--- src/rtl/arm_data_processing_execute_assert.svh ---
// assertion macros for the execute block
`ifndef ARM_DATA_PROCESSING_EXECUTE_ASSERT_SVH
`define ARM_DATA_PROCESSING_EXECUTE_ASSERT_SVH

`ifndef SYNTHESIS
`define ADP_ASSERT_CLK(lbl, clk, rst_n, prop, msg) \
  lbl: assert property (@(posedge clk) disable iff (!rst_n) prop) else $error(msg);
`define ADP_ASSERT(lbl, prop, msg) \
  `ADP_ASSERT_CLK(lbl, clk_i, rst_ni, prop, msg)
`else
`define ADP_ASSERT_CLK(lbl, clk, rst_n, prop, msg)
`define ADP_ASSERT(lbl, prop, msg)
`endif

`endif

--- src/rtl/adp_pkg.sv ---
package adp_pkg;

  localparam int unsigned DataW = 32;
  localparam int unsigned RegN  = 16;
  localparam int unsigned RegAw = 4;
  localparam int unsigned OpcW  = 4;

  // data-processing opcodes handled here
  typedef enum logic [OpcW-1:0] {
    OPC_MUL = 4'h0,
    OPC_SUB = 4'h2,
    OPC_ADD = 4'h4,
    OPC_CMP = 4'ha,
    OPC_MOV = 4'hd
  } opcode_e;

  typedef enum logic {
    CMD_EXEC = 1'b0,
    CMD_LOAD = 1'b1
  } command_e;

  localparam logic [RegAw-1:0] PC_REG = 4'd15;

  typedef struct packed {
    logic n;
    logic z;
    logic c;
    logic v;
  } flags_t;

  typedef struct packed {
    logic             write_enable;
    logic [RegAw-1:0] dest_reg;
    logic [DataW-1:0] dest_value;
    logic             flags_written;
    flags_t           flags;
    logic             unsupported;
  } result_t;

endpackage

--- src/rtl/adp_in_if.sv ---
interface adp_in_if;
  import adp_pkg::*;

  logic             valid;
  logic             ready;
  logic             command;
  logic [DataW-1:0] instruction_word;
  logic [RegAw-1:0] load_index;
  logic [DataW-1:0] load_value;

  modport source (
    output valid, command, instruction_word, load_index, load_value,
    input  ready
  );

  modport sink (
    input  valid, command, instruction_word, load_index, load_value,
    output ready
  );
endinterface

--- src/rtl/adp_out_if.sv ---
interface adp_out_if;
  import adp_pkg::*;

  logic             valid;
  logic             ready;
  logic             write_enable;
  logic [RegAw-1:0] dest_reg;
  logic [DataW-1:0] dest_value;
  logic             flags_written;
  logic             flag_n;
  logic             flag_z;
  logic             flag_c;
  logic             flag_v;
  logic             unsupported;

  modport source (
    output valid, write_enable, dest_reg, dest_value, flags_written,
           flag_n, flag_z, flag_c, flag_v, unsupported,
    input  ready
  );

  modport sink (
    input  valid, write_enable, dest_reg, dest_value, flags_written,
           flag_n, flag_z, flag_c, flag_v, unsupported,
    output ready
  );
endinterface

--- src/rtl/adp_regfile.sv ---
module adp_regfile (
  input  logic                      clk_i,
  input  logic                      rst_ni,
  input  logic                      rd_en_i,
  input  logic [adp_pkg::RegAw-1:0] ra_addr_i,
  input  logic [adp_pkg::RegAw-1:0] rb_addr_i,
  input  logic                      we_i,
  input  logic [adp_pkg::RegAw-1:0] waddr_i,
  input  logic [adp_pkg::DataW-1:0] wdata_i,
  output logic [adp_pkg::DataW-1:0] ra_data_o,
  output logic [adp_pkg::DataW-1:0] rb_data_o
);
  import adp_pkg::*;

  logic [DataW-1:0] mem [RegN];
  logic [RegN-1:0]  vld_q, vld_d;
  logic [DataW-1:0] ra_q, rb_q;
  logic             ra_vld_q, rb_vld_q;

  // entries never written read as zero
  always_comb begin
    vld_d = vld_q;
    if (we_i) begin
      vld_d[waddr_i] = 1'b1;
    end
  end

  always_ff @(posedge clk_i or negedge rst_ni) begin
    if (!rst_ni) begin
      vld_q    <= '0;
      ra_vld_q <= 1'b0;
      rb_vld_q <= 1'b0;
    end else begin
      vld_q <= vld_d;
      if (rd_en_i) begin
        ra_vld_q <= (we_i && waddr_i == ra_addr_i) || vld_q[ra_addr_i];
        rb_vld_q <= (we_i && waddr_i == rb_addr_i) || vld_q[rb_addr_i];
      end
    end
  end

  always_ff @(posedge clk_i) begin
    if (we_i) begin
      mem[waddr_i] <= wdata_i;
    end
  end

  // read data registered, with bypass of a write at the same edge
  always_ff @(posedge clk_i) begin
    if (rd_en_i) begin
      ra_q <= (we_i && waddr_i == ra_addr_i) ? wdata_i : mem[ra_addr_i];
      rb_q <= (we_i && waddr_i == rb_addr_i) ? wdata_i : mem[rb_addr_i];
    end
  end

  assign ra_data_o = ra_vld_q ? ra_q : '0;
  assign rb_data_o = rb_vld_q ? rb_q : '0;

endmodule

--- src/rtl/adp_alu.sv ---
module adp_alu (
  input  logic                      command_i,
  input  logic [adp_pkg::DataW-1:0] instr_i,
  input  logic [adp_pkg::RegAw-1:0] load_index_i,
  input  logic [adp_pkg::DataW-1:0] load_value_i,
  input  logic [adp_pkg::DataW-1:0] op_a_i,
  input  logic [adp_pkg::DataW-1:0] op_b_i,
  input  adp_pkg::flags_t           flags_i,
  output adp_pkg::result_t          res_o
);
  import adp_pkg::*;

  logic [OpcW-1:0]    opc;
  logic [RegAw-1:0]   rn, rd;
  logic [DataW-1:0]   imm32, op2, prod;
  logic [2*DataW-1:0] imm_rot;
  logic [4:0]         rot;
  logic               op2_ok;
  logic [DataW:0]     diff;

  assign opc   = instr_i[24:21];
  assign rn    = instr_i[19:16];
  assign rd    = instr_i[15:12];
  assign imm32 = {24'd0, instr_i[7:0]};
  assign rot   = {instr_i[11:8], 1'b0};
  // rotate right through a doubled word
  assign imm_rot = {imm32, imm32} >> rot;
  assign op2_ok  = instr_i[25] || (!instr_i[4] && instr_i[11:7] == 5'd0);
  assign op2     = instr_i[25] ? imm_rot[DataW-1:0] : op_b_i;
  assign prod    = op_a_i * op_b_i;
  assign diff    = {1'b0, op_a_i} - {1'b0, op2};

  always_comb begin
    res_o               = '0;
    res_o.flags         = flags_i;
    if (command_i == CMD_LOAD) begin
      res_o.write_enable = 1'b1;
      res_o.dest_reg     = load_index_i;
      res_o.dest_value   = load_value_i;
    end else begin
      unique case (opcode_e'(opc))
        OPC_MUL: begin
          res_o.write_enable = 1'b1;
          res_o.dest_reg     = rn;
          res_o.dest_value   = prod;
        end
        OPC_SUB, OPC_ADD, OPC_MOV: begin
          if (!op2_ok) begin
            res_o.unsupported = 1'b1;
          end else begin
            res_o.write_enable = 1'b1;
            res_o.dest_reg     = rd;
            if (opcode_e'(opc) == OPC_SUB) begin
              res_o.dest_value = diff[DataW-1:0];
            end else if (opcode_e'(opc) == OPC_ADD) begin
              res_o.dest_value = op_a_i + op2;
            end else begin
              res_o.dest_value = op2;
            end
          end
        end
        OPC_CMP: begin
          if (!op2_ok) begin
            res_o.unsupported = 1'b1;
          end else if (instr_i[20] && rd != PC_REG) begin
            res_o.flags_written = 1'b1;
            res_o.flags.n       = diff[DataW-1];
            res_o.flags.z       = (diff[DataW-1:0] == '0);
            res_o.flags.c       = ~diff[DataW];
            res_o.flags.v       = ((op_a_i[DataW-1] ^ op2[DataW-1]) &
                                   (op_a_i[DataW-1] ^ diff[DataW-1]));
          end
        end
        default: begin
          res_o.unsupported = 1'b1;
        end
      endcase
    end
  end

endmodule

--- src/rtl/arm_data_processing_execute.sv ---
// channel | interface    | payload
// in_i    | adp_in_if    | command, instruction_word, load_index, load_value
// out_o   | adp_out_if   | write_enable, dest_reg, dest_value, flags_written,
//         |              | flag_n, flag_z, flag_c, flag_v, unsupported
//
// one item per cycle while the output is not stalled; an item taken passes through
// the register file read port and operand stage, then the alu into the result register
// register file and flags are written when an item moves into the result register
// a stalled output holds the item in the operand stage; input ready drops only
// when both stages are full and the output is not taken
// reset clears the register file valid bits, the flags and both stage valids

`include "arm_data_processing_execute_assert.svh"

module arm_data_processing_execute (
  input  logic      clk_i,
  input  logic      rst_ni,
  adp_in_if.sink    in_i,
  adp_out_if.source out_o
);
  import adp_pkg::*;

  logic             s1_valid_q;
  logic             s1_cmd_q;
  logic [DataW-1:0] s1_instr_q;
  logic [RegAw-1:0] s1_lidx_q;
  logic [DataW-1:0] s1_lval_q;
  logic             out_valid_q, out_valid_d;
  result_t          res_q, alu_res;
  flags_t           flags_q;
  logic             adv, in_acc, in_ready;
  logic [RegAw-1:0] ra_addr;
  logic [DataW-1:0] op_a, op_b;

  assign adv      = s1_valid_q && (!out_valid_q || out_o.ready);
  assign in_ready = !s1_valid_q || adv;
  assign in_acc   = in_i.valid && in_ready;
  assign in_i.ready = in_ready;

  // multiply reads rs on port a, the rest read rn
  assign ra_addr = (opcode_e'(in_i.instruction_word[24:21]) == OPC_MUL) ?
                   in_i.instruction_word[11:8] : in_i.instruction_word[19:16];

  adp_regfile u_regfile (
    .clk_i     (clk_i),
    .rst_ni    (rst_ni),
    .rd_en_i   (in_acc),
    .ra_addr_i (ra_addr),
    .rb_addr_i (in_i.instruction_word[3:0]),
    .we_i      (adv && alu_res.write_enable),
    .waddr_i   (alu_res.dest_reg),
    .wdata_i   (alu_res.dest_value),
    .ra_data_o (op_a),
    .rb_data_o (op_b)
  );

  adp_alu u_alu (
    .command_i    (s1_cmd_q),
    .instr_i      (s1_instr_q),
    .load_index_i (s1_lidx_q),
    .load_value_i (s1_lval_q),
    .op_a_i       (op_a),
    .op_b_i       (op_b),
    .flags_i      (flags_q),
    .res_o        (alu_res)
  );

  always_comb begin
    out_valid_d = out_valid_q;
    if (adv) begin
      out_valid_d = 1'b1;
    end else if (out_o.ready) begin
      out_valid_d = 1'b0;
    end
  end

  always_ff @(posedge clk_i or negedge rst_ni) begin
    if (!rst_ni) begin
      s1_valid_q  <= 1'b0;
      out_valid_q <= 1'b0;
      flags_q     <= '0;
    end else begin
      if (in_ready) begin
        s1_valid_q <= in_i.valid;
      end
      out_valid_q <= out_valid_d;
      if (adv && alu_res.flags_written) begin
        flags_q <= alu_res.flags;
      end
    end
  end

  always_ff @(posedge clk_i) begin
    if (in_acc) begin
      s1_cmd_q   <= in_i.command;
      s1_instr_q <= in_i.instruction_word;
      s1_lidx_q  <= in_i.load_index;
      s1_lval_q  <= in_i.load_value;
    end
    if (adv) begin
      res_q <= alu_res;
    end
  end

  assign out_o.valid         = out_valid_q;
  assign out_o.write_enable  = res_q.write_enable;
  assign out_o.dest_reg      = res_q.dest_reg;
  assign out_o.dest_value    = res_q.dest_value;
  assign out_o.flags_written = res_q.flags_written;
  assign out_o.flag_n        = res_q.flags.n;
  assign out_o.flag_z        = res_q.flags.z;
  assign out_o.flag_c        = res_q.flags.c;
  assign out_o.flag_v        = res_q.flags.v;
  assign out_o.unsupported   = res_q.unsupported;

  `ADP_ASSERT(a_stall_only_when_full, !in_ready |-> (out_valid_q && !out_o.ready), "input stalled while output free")
  `ADP_ASSERT(a_flags_hold, !(adv && alu_res.flags_written) |=> $stable(flags_q), "flags changed without a compare")
  `ADP_ASSERT(a_uns_no_write, (out_valid_q && res_q.unsupported) |-> (!res_q.write_enable && !res_q.flags_written), "unsupported item had side effects")
  `ADP_ASSERT(a_nowrite_zero, (out_valid_q && !res_q.write_enable) |-> (res_q.dest_reg == '0 && res_q.dest_value == '0), "nonzero destination without write")

endmodule

--- src/flat_wrapper.sv ---
// flat-port wrapper written by rule: the top's interface ports become plain ports
module arm_data_processing_execute_flat import adp_pkg::*;
  (clk_i, rst_ni, in_i_valid, in_i_command, in_i_instruction_word, in_i_load_index, in_i_load_value, in_i_ready, out_o_valid, out_o_write_enable, out_o_dest_reg, out_o_dest_value, out_o_flags_written, out_o_flag_n, out_o_flag_z, out_o_flag_c, out_o_flag_v, out_o_unsupported, out_o_ready);
  adp_in_if in_i_i ();
  adp_out_if out_o_i ();
  input  logic clk_i;
  input  logic rst_ni;
  input wire logic [$bits(in_i_i.valid)-1:0] in_i_valid;
  input wire logic [$bits(in_i_i.command)-1:0] in_i_command;
  input wire logic [$bits(in_i_i.instruction_word)-1:0] in_i_instruction_word;
  input wire logic [$bits(in_i_i.load_index)-1:0] in_i_load_index;
  input wire logic [$bits(in_i_i.load_value)-1:0] in_i_load_value;
  output wire logic [$bits(in_i_i.ready)-1:0] in_i_ready;
  output wire logic [$bits(out_o_i.valid)-1:0] out_o_valid;
  output wire logic [$bits(out_o_i.write_enable)-1:0] out_o_write_enable;
  output wire logic [$bits(out_o_i.dest_reg)-1:0] out_o_dest_reg;
  output wire logic [$bits(out_o_i.dest_value)-1:0] out_o_dest_value;
  output wire logic [$bits(out_o_i.flags_written)-1:0] out_o_flags_written;
  output wire logic [$bits(out_o_i.flag_n)-1:0] out_o_flag_n;
  output wire logic [$bits(out_o_i.flag_z)-1:0] out_o_flag_z;
  output wire logic [$bits(out_o_i.flag_c)-1:0] out_o_flag_c;
  output wire logic [$bits(out_o_i.flag_v)-1:0] out_o_flag_v;
  output wire logic [$bits(out_o_i.unsupported)-1:0] out_o_unsupported;
  input wire logic [$bits(out_o_i.ready)-1:0] out_o_ready;
  assign in_i_i.valid = in_i_valid;
  assign in_i_i.command = in_i_command;
  assign in_i_i.instruction_word = in_i_instruction_word;
  assign in_i_i.load_index = in_i_load_index;
  assign in_i_i.load_value = in_i_load_value;
  assign in_i_ready = in_i_i.ready;
  assign out_o_valid = out_o_i.valid;
  assign out_o_write_enable = out_o_i.write_enable;
  assign out_o_dest_reg = out_o_i.dest_reg;
  assign out_o_dest_value = out_o_i.dest_value;
  assign out_o_flags_written = out_o_i.flags_written;
  assign out_o_flag_n = out_o_i.flag_n;
  assign out_o_flag_z = out_o_i.flag_z;
  assign out_o_flag_c = out_o_i.flag_c;
  assign out_o_flag_v = out_o_i.flag_v;
  assign out_o_unsupported = out_o_i.unsupported;
  assign out_o_i.ready = out_o_ready;
  arm_data_processing_execute u_core (.clk_i(clk_i), .rst_ni(rst_ni), .in_i(in_i_i), .out_o(out_o_i));
endmodule
--- config.mk ---
export PLATFORM = sky130hd
export DESIGN_NAME = arm_data_processing_execute_flat
export DESIGN_NICKNAME = d
export VERILOG_FILES = /design/src/rtl/adp_pkg.sv /design/src/rtl/adp_in_if.sv /design/src/rtl/adp_out_if.sv /design/src/rtl/adp_regfile.sv /design/src/rtl/adp_alu.sv /design/src/rtl/arm_data_processing_execute.sv /design/src/flat_wrapper.sv
export VERILOG_INCLUDE_DIRS = /design/src /design/src/rtl
export SDC_FILE = /design/constraint.sdc
export NUM_CORES = 2
export LEC_CHECK = 0
export ABC_AREA = 1
export CAP_MARGIN = 20
export CORE_MARGIN = 5
export CORE_UTILIZATION = 50
export CTS_BUF_LIST = sky130_fd_sc_hd__clkbuf_4 sky130_fd_sc_hd__clkbuf_8 sky130_fd_sc_hd__clkbuf_16
export DETAILED_ROUTE_END_ITERATION = 12
export DONT_BUFFER_PORTS = 1
export PLACE_DENSITY = 0.71
export SYNTH_ARGS = -nofsm -noshare
export SYNTH_HDL_FRONTEND = slang
export SYNTH_HIERARCHICAL = 1
export SYNTH_SLANG_ARGS = --single-unit
--- constraint.sdc ---
create_clock -name clk_i -period 23 [get_ports clk_i]
set_input_delay 1.15 -clock clk_i [delete_from_list [all_inputs] [get_ports clk_i]]
set_output_delay 1.15 -clock clk_i [all_outputs]
set_load 0.01 [all_outputs]
==> flow_summary.toml <==
[setup_path]
cp_num_buf_inv = 7
crit_path_top_delay_cell = "inv_1"
end_kind = "register"
worstPathArrival_ns = 9.76
crit_path_frequent_cell = "fa_1"
crit_path_max_fanout = 33
start_kind = "register"
cpPeakStageDelay_ns = 0.74
critical_path_class = "register to register"
crit_family = "adder cells"
critPathRequiredTime_ns = 23.52

[sta]
finalSetupViolations = 0
fmax_mhz = 108
worst_slew_pin_slew_ns = 1.22
rsz0062_at_grt = "false"
post-route-min-period_ns = 9.23
slew_violations = 0
finClkSkew_ns = 0.0859
max_slew_margin = 0.184
min_period_over_period = 0.401
finalHoldViolCount = 0
fin_hold_ws_ns = 0.186
setup_tns_ns = 0

[global_route]
gr-usage-met3 = 0.0606
top_usage_layer = "met2"
grt_overflow = 0
antenna_found_initial = 5
grt_pass1_vias = 47300
grt.total_usage = 0.301
grt_pass1_wl_mm = 278
grt_max_degree = 271
use_met2 = 0.493
grtUsageMet1 = 0.386

[layout]
nFillCells = 10300
regMostFlops = "u_core/u_regfile/mem"
areaGrowthSynthToFinish_pct = 5.75
ff_latch_area_sq_um = 21100
final_cell_mix = "nand2_1 (2,574), inv_1 (986), nand3_1 (894)"
final_common_cell = "nand2_1"
fin_util = 0.530
drive_gt1_frac = 0.0466
final_cells = 8287
largest_reg_flops = 512
nets = 7393
multi_input_area_sq_um = 29300

[floorplanning]
start_util = 0.501
die_w_um = 345
pin_count = 118
core_area_sq_um = 112000
rows = 123
dieArea_sq_um = 119000
die_h_um = 345

[cts]
clk_latency_ns = 0.72
cts.sinks = 706
ctsRootBufferMaster = "clkbuf_16"
clk_transition_reported_paths_ns = 0.06
cts_setup_buffers = 0
clk_path_buf_depth = 3
htreeDepth = 3
cts_resized = 0
postCtsHoldBufs = 0
cts_tree = "built"
cts_buffers = 78

[placed_design]
hpwl_mm = 117
post-place-cells = 8139
portBuffers = 0
gp_congestion = 1.05

[power_and_ir_drop]
power_density_nw_per_um2 = 138
p_comb_frac = 0.655
ir_drop_mv = 0.329
power.internal_uw = 4220
switchingPower_uw = 4000
pwr-share-clk = 0.150
leakage_uw = 0.0287
p_total_uw = 8220
swShare = 0.486
power_frac_seq = 0.195

[hold_path]
hp-class = "input port to asynchronous set/reset pin"

[logic_synthesis]
yosys_warnings = 6
syn_area_sq_um = 56100
syn_nets = 7613
avgSynthCellArea_sq_um = 8.09
netlist_instances = 6943

[flow_run]
maxCapViolCount = 0

[routing]
drt_iter0_markers = 6050
viasPerCell = 5.79
wirelength_mm = 185
dr.pass1.iters = 7
ant_nets = 0
wl_per_cell_um = 22.3
drc = 0
via_count = 48000

[run_status]
status = "complete, no violations"
## stage by stage
step                instance area [sq um]  setup slack [ns]
floorplan                           56100             15.07
global placement                    56800             14.01
detailed placement                  56800             13.87
CTS                                 59300             13.82
global route                        59400             13.27
finish                              59400             13.77
## path summary, 6_finish.rpt
check / start / endpoint / slack (ns) / cells after the start
min: rst_ni / u_core/u_regfile/vld_q[3] / 0.19 / 0
max in group asynchronous: rst_ni / u_core/s1_valid_q / 22.71 / 0
max: u_core/u_regfile/rb_vld_q / u_core/u_regfile/rb_q[25] / 13.77 / 29
min reg2reg: u_core/u_regfile/vld_q[14] / u_core/u_regfile/vld_q[14] / 0.48 / 2
min in group clk_i: u_core/u_regfile/vld_q[14] / u_core/u_regfile/vld_q[14] / 0.48 / 2
max reg2reg: u_core/u_regfile/rb_vld_q / u_core/u_regfile/rb_q[25] / 13.77 / 29
## metal layers
| layer | wire [um] | vias up |
|---|---|---|
| li1 | - | 21500 |
| met1 | 69800 | 23000 |
| met2 | 85300 | 2845 |
| met3 | 20000 | 653 |
| met4 | 9860 | 2 |
| met5 | 8 | - |
## worst reg2reg max path: cells and delay by family (launching register included)
kind / cells / cell delay [ns]
buffers and inverters: 7 / 1.38
AOI/OAI and AO/OA: 8 / 2.41
adders and majority gates: 9 / 4.22
and+or+nand+nor: 5 / 0.80
DFF: 1 / 0.32
## power by group through the flow
stage / sequential (uW) / clock [uW] / combinational, uW
3_3_place_gp: 1630 / 0 / 5170
4_1_cts: 1610 / 1250 / 5330
5_1_grt: 1610 / 1300 / 6040
6_report: 1610 / 1230 / 5380
3_5_place_dp: 1630 / 0 / 5260
2_1_floorplan: 1620 / 0 / 3810
## final cells by class
| cell class | instances | area share |
|---|---|---|
| tap | 1500 | 0.0316 |
| antenna | 2 | 0.0000843 |
| timing repair buffer | 95 | 0.0126 |
| clock inverter | 54 | 0.00773 |
| multi-input combinational | 4830 | 0.494 |
| sequential | 706 | 0.355 |
| clock buffer | 88 | 0.0344 |
| inverter | 1012 | 0.0644 |
Note: power is estimated with default switching activity, not from simulation.
